### config.mk
export PLATFORM = sky130hd
export DESIGN_NAME = tpt_state_variable_filter
export DESIGN_NICKNAME = d
export VERILOG_FILES = /design/src/rtl/core/tsvf_pkg.sv /design/src/rtl/core/tsvf_csr.sv /design/src/rtl/core/tsvf_ctrl.sv /design/src/rtl/core/tsvf_dp.sv /design/src/rtl/core/tpt_state_variable_filter.sv
export SDC_FILE = /design/constraint.sdc
export NUM_CORES = 2
export LEC_CHECK = 0
export BUFFER_PORTS_ARGS = -buffer_cell sky130_fd_sc_hd__clkbuf_2
export CAP_MARGIN = 15
export CORE_ASPECT_RATIO = 0.9
export CORE_UTILIZATION = 55
export DETAILED_ROUTE_END_ITERATION = 10
export HOLD_SLACK_MARGIN = 0.12
export PLACE_DENSITY = 0.75
export SETUP_SLACK_MARGIN = 0.2
export SLEW_MARGIN = 40
export SYNTH_ARGS = -nofsm -noshare
export SYNTH_HDL_FRONTEND = slang
export SYNTH_HIERARCHICAL = 1
export SYNTH_SLANG_ARGS = --single-unit
export TNS_END_PERCENT = 20
### constraint.sdc
create_clock -name clock -period 24.2 [get_ports clock]
set_input_delay 6.05 -clock clock [delete_from_list [all_inputs] [get_ports clock]]
set_output_delay 6.05 -clock clock [all_outputs]
set_load 0.02 [all_outputs]
### src/rtl/core/tsvf_pkg.sv
package tsvf_pkg;

   // Field and register widths
   localparam int SAMPLE_W    = 24;
   localparam int STATE_W     = 32;
   localparam int COEF_W      = 17;
   localparam int DAMP_W      = 18;
   localparam int CSR_INDEX_W = 3;
   localparam int CSR_DATA_W  = 18;

   // Datapath widths: operand holds v1 (36 bits) and v3 (33 bits) sign-extended
   localparam int FRAC   = 16;
   localparam int OPND_W = 37;
   localparam int PROD_W = 56;
   localparam int RND_W  = PROD_W - FRAC;
   localparam int V3_W   = 33;
   localparam int V1_W   = 36;
   localparam int V2_W   = 37;

   localparam logic signed [PROD_W-1:0] ROUND_HALF = PROD_W'(32768);

   localparam logic signed [RND_W-1:0] STATE_MAX  = RND_W'(64'sd2147483647);
   localparam logic signed [RND_W-1:0] STATE_MIN  = RND_W'(-64'sd2147483648);
   localparam logic signed [RND_W-1:0] SAMPLE_MAX = RND_W'(64'sd8388607);
   localparam logic signed [RND_W-1:0] SAMPLE_MIN = RND_W'(-64'sd8388608);

   // Register reset values
   localparam logic [COEF_W-1:0] A1_RESET = COEF_W'(65536);
   localparam logic [DAMP_W-1:0] K_RESET  = DAMP_W'(131072);

   typedef enum logic [CSR_INDEX_W-1:0] {
      CSR_COEF_A1     = 3'd0,
      CSR_COEF_A2     = 3'd1,
      CSR_COEF_A3     = 3'd2,
      CSR_DAMPING_K   = 3'd3,
      CSR_FILTER_TYPE = 3'd4
   } csr_index_type;

   typedef enum logic [1:0] {
      FILTER_LOW  = 2'd0,
      FILTER_BAND = 2'd1,
      FILTER_HIGH = 2'd2
   } filter_type_type;

   typedef enum logic [2:0] {
      ST_IDLE,
      ST_MUL_A,
      ST_MUL_B,
      ST_MUL_C,
      ST_MUL_D,
      ST_MUL_E,
      ST_FIN_V2,
      ST_FIN
   } state_type;

   typedef enum logic [2:0] {
      MUL_A1_S1,
      MUL_A2_V3,
      MUL_A2_S1,
      MUL_A3_V3,
      MUL_K_V1
   } mul_sel_type;

   typedef enum logic [1:0] {
      ACC_HOLD,
      ACC_LOAD,
      ACC_ADD
   } acc_op_type;

   typedef struct packed {
      logic        load_x;
      mul_sel_type mul_sel;
      acc_op_type  acc_op;
      logic        v1_load;
      logic        v2_load;
      logic        commit;
   } cmd_type;

   typedef struct packed {
      logic [COEF_W-1:0] a1;
      logic [COEF_W-1:0] a2;
      logic [COEF_W-1:0] a3;
      logic [DAMP_W-1:0] k;
      logic [1:0]        filter_type;
   } coef_type;

   // Clamp to the signed 32-bit integrator range
   function automatic logic signed [STATE_W-1:0] sat_state(input logic signed [RND_W-1:0] v);
      logic signed [RND_W-1:0] c;
      begin
         if (v > STATE_MAX) begin
            c = STATE_MAX;
         end else if (v < STATE_MIN) begin
            c = STATE_MIN;
         end else begin
            c = v;
         end
         return c[STATE_W-1:0];
      end
   endfunction

   // Clamp to the Q1.23 sample range
   function automatic logic signed [SAMPLE_W-1:0] sat_sample(input logic signed [RND_W-1:0] v);
      logic signed [RND_W-1:0] c;
      begin
         if (v > SAMPLE_MAX) begin
            c = SAMPLE_MAX;
         end else if (v < SAMPLE_MIN) begin
            c = SAMPLE_MIN;
         end else begin
            c = v;
         end
         return c[SAMPLE_W-1:0];
      end
   endfunction

endpackage

### src/rtl/core/tsvf_csr.sv
module tsvf_csr
   import tsvf_pkg::*;
(
   input  logic                   clock,
   input  logic                   reset,
   input  logic                   csr_valid,
   input  logic [CSR_INDEX_W-1:0] csr_index,
   input  logic [CSR_DATA_W-1:0]  csr_data,
   output coef_type               coef
);

   coef_type coef_ff;
   coef_type coef_in;

   // Decode the write; drop indexes past the register list
   always_comb begin
      coef_in = coef_ff;
      if (csr_valid) begin
         unique case (csr_index)
            CSR_COEF_A1:     coef_in.a1          = csr_data[COEF_W-1:0];
            CSR_COEF_A2:     coef_in.a2          = csr_data[COEF_W-1:0];
            CSR_COEF_A3:     coef_in.a3          = csr_data[COEF_W-1:0];
            CSR_DAMPING_K:   coef_in.k           = csr_data[DAMP_W-1:0];
            CSR_FILTER_TYPE: coef_in.filter_type = csr_data[1:0];
            default:         coef_in             = coef_ff;
         endcase
      end
   end

   always_ff @(posedge clock) begin
      if (reset) begin
         coef_ff.a1          <= A1_RESET;
         coef_ff.a2          <= '0;
         coef_ff.a3          <= '0;
         coef_ff.k           <= K_RESET;
         coef_ff.filter_type <= FILTER_LOW;
      end else begin
         coef_ff <= coef_in;
      end
   end

   assign coef = coef_ff;

endmodule

### src/rtl/core/tsvf_ctrl.sv
module tsvf_ctrl
   import tsvf_pkg::*;
(
   input  logic    clock,
   input  logic    reset,
   input  logic    req_valid,
   output logic    req_stall,
   output logic    rsp_valid,
   input  logic    rsp_stall,
   output cmd_type cmd
);

   state_type state_ff;
   state_type state_in;
   logic      rsp_valid_ff;
   logic      rsp_valid_in;
   logic      out_free;

   assign out_free = !rsp_valid_ff || !rsp_stall;

   // Sequence the five products through the shared multiplier
   always_comb begin
      state_in     = state_ff;
      cmd          = '0;
      cmd.mul_sel  = MUL_A1_S1;
      cmd.acc_op   = ACC_HOLD;
      unique case (state_ff)
         ST_IDLE: begin
            if (req_valid) begin
               cmd.load_x = 1'b1;
               state_in   = ST_MUL_A;
            end
         end
         ST_MUL_A: begin
            cmd.mul_sel = MUL_A1_S1;
            state_in    = ST_MUL_B;
         end
         ST_MUL_B: begin
            cmd.mul_sel = MUL_A2_V3;
            cmd.acc_op  = ACC_LOAD;
            state_in    = ST_MUL_C;
         end
         ST_MUL_C: begin
            cmd.mul_sel = MUL_A2_S1;
            cmd.acc_op  = ACC_ADD;
            state_in    = ST_MUL_D;
         end
         ST_MUL_D: begin
            cmd.mul_sel = MUL_A3_V3;
            cmd.acc_op  = ACC_LOAD;
            cmd.v1_load = 1'b1;
            state_in    = ST_MUL_E;
         end
         ST_MUL_E: begin
            cmd.mul_sel = MUL_K_V1;
            cmd.acc_op  = ACC_ADD;
            state_in    = ST_FIN_V2;
         end
         ST_FIN_V2: begin
            cmd.acc_op  = ACC_LOAD;
            cmd.v2_load = 1'b1;
            state_in    = ST_FIN;
         end
         ST_FIN: begin
            // Hold until the output word register is free
            if (out_free) begin
               cmd.commit = 1'b1;
               state_in   = ST_IDLE;
            end
         end
         default: state_in = ST_IDLE;
      endcase
   end

   // Raise valid on commit, drop it once the word is taken
   always_comb begin
      if (cmd.commit) begin
         rsp_valid_in = 1'b1;
      end else if (!rsp_stall) begin
         rsp_valid_in = 1'b0;
      end else begin
         rsp_valid_in = rsp_valid_ff;
      end
   end

   always_ff @(posedge clock) begin
      if (reset) begin
         state_ff     <= ST_IDLE;
         rsp_valid_ff <= 1'b0;
      end else begin
         state_ff     <= state_in;
         rsp_valid_ff <= rsp_valid_in;
      end
   end

   assign req_stall = (state_ff != ST_IDLE);
   assign rsp_valid = rsp_valid_ff;

endmodule

### src/rtl/core/tsvf_dp.sv
module tsvf_dp
   import tsvf_pkg::*;
(
   input  logic                       clock,
   input  logic                       reset,
   input  cmd_type                    cmd,
   input  coef_type                   coef,
   input  logic signed [SAMPLE_W-1:0] req_sample_in,
   output logic signed [SAMPLE_W-1:0] rsp_selected_out,
   output logic signed [SAMPLE_W-1:0] rsp_lowpass_out,
   output logic signed [SAMPLE_W-1:0] rsp_bandpass_out,
   output logic signed [SAMPLE_W-1:0] rsp_highpass_out
);

   logic signed [STATE_W-1:0]  s1_ff, s1_in;
   logic signed [STATE_W-1:0]  s2_ff, s2_in;
   logic signed [SAMPLE_W-1:0] x_ff;
   logic signed [V3_W-1:0]     v3_ff, v3_in;
   logic signed [V1_W-1:0]     v1_ff, v1_in;
   logic signed [V2_W-1:0]     v2_ff, v2_in;
   logic signed [PROD_W-1:0]   prod_ff, prod_in;
   logic signed [PROD_W-1:0]   acc_ff, acc_in;
   logic [DAMP_W-1:0]          mul_coef;
   logic signed [OPND_W-1:0]   mul_opnd;
   logic signed [RND_W-1:0]    rnd;
   logic signed [RND_W-1:0]    hp_full;
   logic signed [RND_W-1:0]    s1_full;
   logic signed [RND_W-1:0]    s2_full;
   logic signed [SAMPLE_W-1:0] lp_sat, bp_sat, hp_sat, sel_sat;
   logic signed [SAMPLE_W-1:0] sel_out_ff, lp_out_ff, bp_out_ff, hp_out_ff;

   // Input difference v3 = x - s2
   assign v3_in = V3_W'(req_sample_in) - V3_W'(s2_ff);

   // Pick the multiplier operands
   always_comb begin
      unique case (cmd.mul_sel)
         MUL_A1_S1: begin
            mul_coef = DAMP_W'(coef.a1);
            mul_opnd = OPND_W'(s1_ff);
         end
         MUL_A2_V3: begin
            mul_coef = DAMP_W'(coef.a2);
            mul_opnd = OPND_W'(v3_ff);
         end
         MUL_A2_S1: begin
            mul_coef = DAMP_W'(coef.a2);
            mul_opnd = OPND_W'(s1_ff);
         end
         MUL_A3_V3: begin
            mul_coef = DAMP_W'(coef.a3);
            mul_opnd = OPND_W'(v3_ff);
         end
         MUL_K_V1: begin
            mul_coef = coef.k;
            mul_opnd = OPND_W'(v1_ff);
         end
         default: begin
            mul_coef = '0;
            mul_opnd = '0;
         end
      endcase
   end

   assign prod_in = $signed({1'b0, mul_coef}) * mul_opnd;

   // Accumulate registered products; a load adds the rounding half
   always_comb begin
      unique case (cmd.acc_op)
         ACC_LOAD: acc_in = prod_ff + ROUND_HALF;
         ACC_ADD:  acc_in = acc_ff + prod_ff;
         default:  acc_in = acc_ff;
      endcase
   end

   // Rounded product sum: floor shift by the coefficient fraction
   assign rnd   = acc_ff[PROD_W-1:FRAC];
   assign v1_in = rnd[V1_W-1:0];
   assign v2_in = V2_W'(RND_W'(s2_ff) + rnd);

   // Highpass and integrator updates
   assign hp_full = RND_W'(x_ff) - rnd - RND_W'(v2_ff);
   assign s1_full = RND_W'($signed({v1_ff, 1'b0})) - RND_W'(s1_ff);
   assign s2_full = RND_W'($signed({v2_ff, 1'b0})) - RND_W'(s2_ff);
   assign s1_in   = sat_state(s1_full);
   assign s2_in   = sat_state(s2_full);

   assign lp_sat = sat_sample(RND_W'(v2_ff));
   assign bp_sat = sat_sample(RND_W'(v1_ff));
   assign hp_sat = sat_sample(hp_full);

   // Unused type code falls back to lowpass
   always_comb begin
      unique case (coef.filter_type)
         FILTER_BAND: sel_sat = bp_sat;
         FILTER_HIGH: sel_sat = hp_sat;
         default:     sel_sat = lp_sat;
      endcase
   end

   // Integrator state
   always_ff @(posedge clock) begin
      if (reset) begin
         s1_ff <= '0;
         s2_ff <= '0;
      end else if (cmd.commit) begin
         s1_ff <= s1_in;
         s2_ff <= s2_in;
      end
   end

   // Working registers
   always_ff @(posedge clock) begin
      prod_ff <= prod_in;
      acc_ff  <= acc_in;
      if (cmd.load_x) begin
         x_ff  <= req_sample_in;
         v3_ff <= v3_in;
      end
      if (cmd.v1_load) begin
         v1_ff <= v1_in;
      end
      if (cmd.v2_load) begin
         v2_ff <= v2_in;
      end
   end

   // Output word register
   always_ff @(posedge clock) begin
      if (cmd.commit) begin
         sel_out_ff <= sel_sat;
         lp_out_ff  <= lp_sat;
         bp_out_ff  <= bp_sat;
         hp_out_ff  <= hp_sat;
      end
   end

   assign rsp_selected_out = sel_out_ff;
   assign rsp_lowpass_out  = lp_out_ff;
   assign rsp_bandpass_out = bp_out_ff;
   assign rsp_highpass_out = hp_out_ff;

endmodule

### src/rtl/core/tpt_state_variable_filter.sv
// Channel   Handshake            Payload
// req       req_valid/req_stall  req_sample_in (s24)
// rsp       rsp_valid/rsp_stall  rsp_selected_out, rsp_lowpass_out,
//                                rsp_bandpass_out, rsp_highpass_out (s24)
// csr       csr_valid/csr_ready  csr_index (3), csr_data (18)
//
// Each sample passes through an accept state, five products through the one
// shared 19x37 multiplier, a state to form v2 and a commit state.
// The word is valid the cycle after commit; a new sample may enter meanwhile.
// A stalled output word holds the commit stage until it is taken.
// Reset is synchronous: integrators clear, registers take their reset values.
// csr_ready is always high.
module tpt_state_variable_filter
   import tsvf_pkg::*;
(
   input  logic                       clock,
   input  logic                       reset,
   input  logic                       req_valid,
   output logic                       req_stall,
   input  logic signed [SAMPLE_W-1:0] req_sample_in,
   output logic                       rsp_valid,
   input  logic                       rsp_stall,
   output logic signed [SAMPLE_W-1:0] rsp_selected_out,
   output logic signed [SAMPLE_W-1:0] rsp_lowpass_out,
   output logic signed [SAMPLE_W-1:0] rsp_bandpass_out,
   output logic signed [SAMPLE_W-1:0] rsp_highpass_out,
   input  logic                       csr_valid,
   output logic                       csr_ready,
   input  logic [CSR_INDEX_W-1:0]     csr_index,
   input  logic [CSR_DATA_W-1:0]      csr_data
);

   cmd_type  cmd;
   coef_type coef;

   assign csr_ready = 1'b1;

   tsvf_csr u_csr (
      .clock     (clock),
      .reset     (reset),
      .csr_valid (csr_valid),
      .csr_index (csr_index),
      .csr_data  (csr_data),
      .coef      (coef)
   );

   tsvf_ctrl u_ctrl (
      .clock     (clock),
      .reset     (reset),
      .req_valid (req_valid),
      .req_stall (req_stall),
      .rsp_valid (rsp_valid),
      .rsp_stall (rsp_stall),
      .cmd       (cmd)
   );

   tsvf_dp u_dp (
      .clock            (clock),
      .reset            (reset),
      .cmd              (cmd),
      .coef             (coef),
      .req_sample_in    (req_sample_in),
      .rsp_selected_out (rsp_selected_out),
      .rsp_lowpass_out  (rsp_lowpass_out),
      .rsp_bandpass_out (rsp_bandpass_out),
      .rsp_highpass_out (rsp_highpass_out)
   );

endmodule

* Word-level counts from Yosys, hierarchy flattened
Cells that the tools add are included.
** Cells by class
- Add/subtract/negate cells :: 8
- $mul :: 1
- $lt $le $gt $ge :: 10
- Equal/unequal tests :: 22
- Multiplexer cells :: 27
- Reductions and logical operators :: 19
** Operator list (count)
- two-way mux 24 bit :: 6
- two-way mux 32 bit :: 4
- case mux 56 bit (2 select lines) :: 1
- case mux 37 bit (3 select lines) :: 1
- case mux 18 bit (4 select lines) :: 1
- adder 56 x 17 -> 56 bit, second input constant :: 1
- adder 56 bit :: 1
- multiplier 19 x 37 -> 56 bit :: 1
- case mux 24 bit (2 select lines) :: 1
- > comparator 40 x 24 -> 1 bit, second input constant :: 1
- < comparator 40 x 24 -> 1 bit, second input constant :: 1
- subtractor 24 x 40 -> 40 bit :: 1
- subtractor 40 x 37 -> 40 bit :: 1
- > comparator 39 x 32 -> 1 bit, second input constant :: 1
- < comparator 39 x 32 -> 1 bit, second input constant :: 1
- subtractor 38 x 32 -> 39 bit :: 1
- > comparator 38 x 32 -> 1 bit, second input constant :: 1
- < comparator 38 x 32 -> 1 bit, second input constant :: 1
- subtractor 37 x 32 -> 38 bit :: 1
- adder 32 x 37 -> 37 bit :: 1
- > comparator 37 x 24 -> 1 bit, second input constant :: 1
- < comparator 37 x 24 -> 1 bit, second input constant :: 1
- > comparator 36 x 24 -> 1 bit, second input constant :: 1
- < comparator 36 x 24 -> 1 bit, second input constant :: 1
- 21 further kinds :: 55
** Word-level totals
- Register bits after elaboration :: 477
- Bits of input ports :: 50
- Output and inout port bits :: 99

* Logic depth before layout (Yosys ltp)
- Depth in word-level cells :: 6
- Gate-level depth with buffers :: 38
- Gate-level depth less buffers :: 34

* Modules after synthesis
Netlist, hierarchy kept.
** Modules (own cells, without submodules)
- tsvf_dp :: instances 1, cells each 5772, area each 51540.7 sq um, sequential area each 10870.4 sq um
- tsvf_csr :: instances 1, cells each 258, area each 2855.2 sq um, sequential area each 1421.4 sq um
- tsvf_ctrl :: instances 1, cells each 44, area each 331.6 sq um, sequential area each 80.1 sq um
- tpt_state_variable_filter :: instances 1, cells each 2, area each 11.3 sq um, sequential area each 0.0 sq um

* Worst setup path before layout
OpenSTA, ideal clock, no wires.
- Kind :: in2reg
- Start :: input port req_sample_in[0]
- End :: register u_dp.v3_ff[32] (data pin)
- Setup time :: 0.260 ns
- Data arrival time :: 8.778 ns
- Required time :: 23.940 ns
- Setup slack :: 15.163 ns
- Cell stages on the path :: 15
- Buffers on the path :: 0
- Cell sequence :: inv_1 ha_1 fa_1 nor2b_1 o21ai_0 a21boi_0 o221a_2 o211a_1 a21oi_1 a311o_1 o311a_1 a211oi_1 a21oi_1 nor2b_1 o41ai_1
** On the way
- Cells in the longest elaborated chain, start to end :: 1
** Ends and longest elaborated chain
- start: declaration :: RTL line tpt_state_variable_filter.sv:20 : input logic signed [SAMPLE_W-1:0] req_sample_in,
- subtractor 24 x 32 -> 33 bit :: RTL line tsvf_dp.sv:33 : assign v3_in = V3_W'(req_sample_in) - V3_W'(s2_ff);
- named net u_dp.v3_in[32] :: RTL line tsvf_dp.sv:18 : logic signed [V3_W-1:0] v3_ff, v3_in;
- end signal: assignment :: RTL line tsvf_dp.sv:118 : v3_ff <= v3_in;
- end: declaration :: RTL line tsvf_dp.sv:18
The timed path passes the listed nets, and every way through them passes these cells.
A chain may end at the register's enable or synchronous reset.

==> flow_metrics.env <==
export IMPL_outcome="finished, final reports clean"
export IMPL_final_cell_area_um2=59150
export IMPL_p_leak_uw=0.02707
export IMPL_clock_fmax_ghz=0.09835
export IMPL_placed_area_um2=57120
export IMPL_drc_errors=0
export IMPL_fp_dieW_um=334.5
export IMPL_cts_sinks=477
export IMPL_grt_pass1_vias=44270
export IMPL_ys_warn_count=6
export IMPL_num_vias=44830
export IMPL_crit_path_end_kind="flop"
export IMPL_finalSetupTns_ns=0
export IMPL_fillers=8629
export IMPL_slew_viol_final=0
export IMPL_netlist_area_um2=54740
export IMPL_max_stage_delay_ns=0.67
export IMPL_crit_path_start="u_ctrl/state_ff[0]"
export IMPL_grt_pass1_wl_mm=254.9
export IMPL_fin_ws_ns=14.03
export IMPL_die_area_um2=100800
export IMPL_clock_skew_ns=0.06234
export IMPL_crit_path_top_delay_cell="and2_1"
export IMPL_area_growth_pct=8.064
export IMPL_p_total_uw=5013
export IMPL_power_density_nw_per_um2=84.75
export IMPL_clkTransAtPathRegs_ns=0.06
export IMPL_cts_tree="done"
export IMPL_slew_limit_headroom_pct=38.39
export IMPL_avgSynthCellArea_um2=9.009
export IMPL_wire_per_inst_um=21.74
export IMPL_worstPathArrival_ns=10.73
export IMPL_grt_max_degree=96
export IMPL_finalWirelength_mm=163.8
export IMPL_worstMarginPinSlew_ns=0.9180
export IMPL_start_kind="flop"
export IMPL_layout_commonest_cell="inv_1"
export IMPL_antenna_found_initial=3
export IMPL_async_reset_ff_share_pct=0
export IMPL_final_cell_mix="1027 x inv_1, 669 x fa_1, 616 x nand2_1"
export IMPL_io_pins=149
export IMPL_drv_cap=0
export IMPL_firstDrtPassIters=6
export IMPL_rsz0062_at_grt="no"
export IMPL_drtAntennaViolNets=0
export IMPL_reg2reg_to="u_dp/prod_ff[54]"
export IMPL_path_max_fanout=37
export IMPL_ys_seq_area_share_pct=22.60
export IMPL_cts_buffers=55
export IMPL_drtIter0Drc=4636
export IMPL_post_cts_buffers=0
export IMPL_synth_seq_cells=477
export IMPL_via_per_inst=5.949
export IMPL_io_buffers=147
export IMPL_final_nets=7256
export IMPL_finalHoldViolations=0
export IMPL_postCtsHoldBufs=0
export IMPL_synthesis_nets=7177
export IMPL_synth_largest_area_cell="fa_1"
export IMPL_r2r_slack_ns=14.03
export IMPL_fp_row_count=109
export IMPL_drive_gt1_share_pct=6.982
export IMPL_grt_overflow_total=0
export IMPL_synth_top_cell_area_share_pct=24.47
export IMPL_crit_end="u_dp/prod_ff[54]"
export IMPL_synthDistinctLibCells=98
export IMPL_finalCriticalPeriod_ns=10.17
export IMPL_initial_core_util_pct=55.59
export IMPL_finalCritPeriodShare_pct=42.01
export IMPL_setup_violations=0
export IMPL_yosys_top_cells_area="fa_1 24%, edfxtp_1 15%, ha_1 8.7%, dfxtp_1 7.1%, inv_1 7.1%"
export IMPL_clk_latency_ns=0.70
export IMPL_reg2reg_depth=32
export IMPL_dpl_worst_slack_ns=14.23
export IMPL_ctsResizeCount=0
export IMPL_clk_path_buf_depth=3
export IMPL_path_class="reg2reg"
export IMPL_track_usage_pct=32.90
export IMPL_cts_root_buf="clkbuf_16"
export IMPL_cp_required_ns=24.76
export IMPL_dp_hpwl_mm=128.4
export IMPL_die_h_um=301.3
export IMPL_max_vdd_ir_drop_mv=0.1603
export IMPL_coreArea_um2=98470
export IMPL_cts_htree_levels=2
export IMPL_r2r_start="u_ctrl/state_ff[0]"
export IMPL_synthFlopType="edfxtp_1"
export IMPL_syn_inst=6076
export IMPL_min_path_type="reg2reg"
export IMPL_gp_congestion=1.001
export IMPL_synth_edff_count=282
[registers in the layout, summed over array words and instances, names as in the netlist, 32 cells and up]
signal and cells:
u_dp/acc_ff 56, u_dp/v2_ff 37, u_dp/v3_ff 33, u_dp/s2_ff 32, u_dp/v1_ff 36, u_dp/prod_ff 56, u_csr/coef 71, u_dp/s1_ff 32
[power breakdown]
part	switching [µW]	internal [µW]	leakage (µW)
clock	383	536	0.000958
combinational	1870	1000	0.0219
sequential	152	1080	0.00416
[routing by layer]
layer / track usage (%) / up-vias / part of all wire [%] / wire length, µm
met2: 50.93 / 2229 / 44 / 72370
li1: - / 20250 / - / -
met4: 12.71 / 4 / 4.2 / 6865
met3: 6.295 / 416 / 10 / 16610
met5: 0 / - / 0.021 / 34
met1: 45.75 / 21920 / 41 / 67920
[stage by stage]
step / util, % / instances / hold WS (ns)
after floorplan: - / 6076 / 0.4482
after global placement: 57.90 / 7424 / 0.4587
after detailed placement: 58.01 / 7429 / 0.4687
after CTS: 60.02 / 7533 / 0.4785
after global routing: 60.07 / 7534 / 0.4853
final: 60.07 / 7535 / 0.4771
[how the worst min path moves through the flow]
| stage | cells after the start | end | slack, ns | from |
|---|---|---|---|---|
| after floorplan | 2 | u_csr/coef[43] | 0.45 | u_csr/coef[43] |
| after global placement | 2 | u_csr/coef[45] | 0.46 | u_csr/coef[45] |
| after detailed placement | 2 | u_csr/coef[51] | 0.47 | u_csr/coef[51] |
| after CTS | 2 | u_csr/coef[47] | 0.48 | u_csr/coef[47] |
| after global routing | 2 | u_csr/coef[47] | 0.49 | u_csr/coef[47] |
| final | 2 | u_csr/coef[52] | 0.48 | u_csr/coef[52] |
[cell usage after synthesis (all sizes together), types with 13 or more instances]
cell / n
nor2b: 33
a21boi: 15
or3: 17
fa: 669
o31ai: 22
xnor2: 169
nand3: 90
nand2: 617
o211ai: 23
inv: 1029
o22ai: 27
nor3: 43
a21o: 156
and2: 37
nand4: 52
and4: 16
nor2: 560
mux2: 13
a31o: 14
a222oi: 17
nor4: 27
a21oi: 295
ha: 382
edfxtp: 282
o21a: 115
and3: 35
a221o: 35
mux2i: 116
o21bai: 37
buf: 35
or2: 13
clkbuf: 176
xor2: 109
dfxtp: 195
a211oi: 41
a31oi: 46
nand2b: 144
o21ai: 221
[critical path, delay by kind of cell, from the launching register on]
| family | cells | cell delay [ns] |
|---|---|---|
| adders and majority gates | 8 | 3.75 |
| DFF | 1 | 0.34 |
| and+or+nand+nor | 6 | 2.07 |
| buffers and inverters | 8 | 1.38 |
| AOI/OAI and AO/OA | 10 | 2.46 |
[area by class of cell]
class	count	area [µm²]	area share [%]
Clock inverter	40	561.8	0.9497
Clock buffer	64	1420	2.401
Multi-Input combinational cell	4359	37840	63.98
Inverter	1029	3862	6.530
Antenna cell	1	2.502	0.004230
Timing Repair Buffer	233	1424	2.407
Sequential cell	477	12370	20.92
Tap cell	1332	1667	2.817
[logic make-up after synthesis]
logic type / Yosys count / share of synthesized area (%)
xor gates and xnor gates: 278 / 4.448
AOI/OAI and AO/OA: 1180 / 14.39
adders and majority gates: 1051 / 33.20
DFF: 477 / 22.60
muxes: 129 / 2.389
buffers and inverters: 1240 / 8.677
and+or+nand+nor: 1720 / 14.29
other: 1 / 0.006851
No activity file was read; power rests on OpenSTA's default activity.
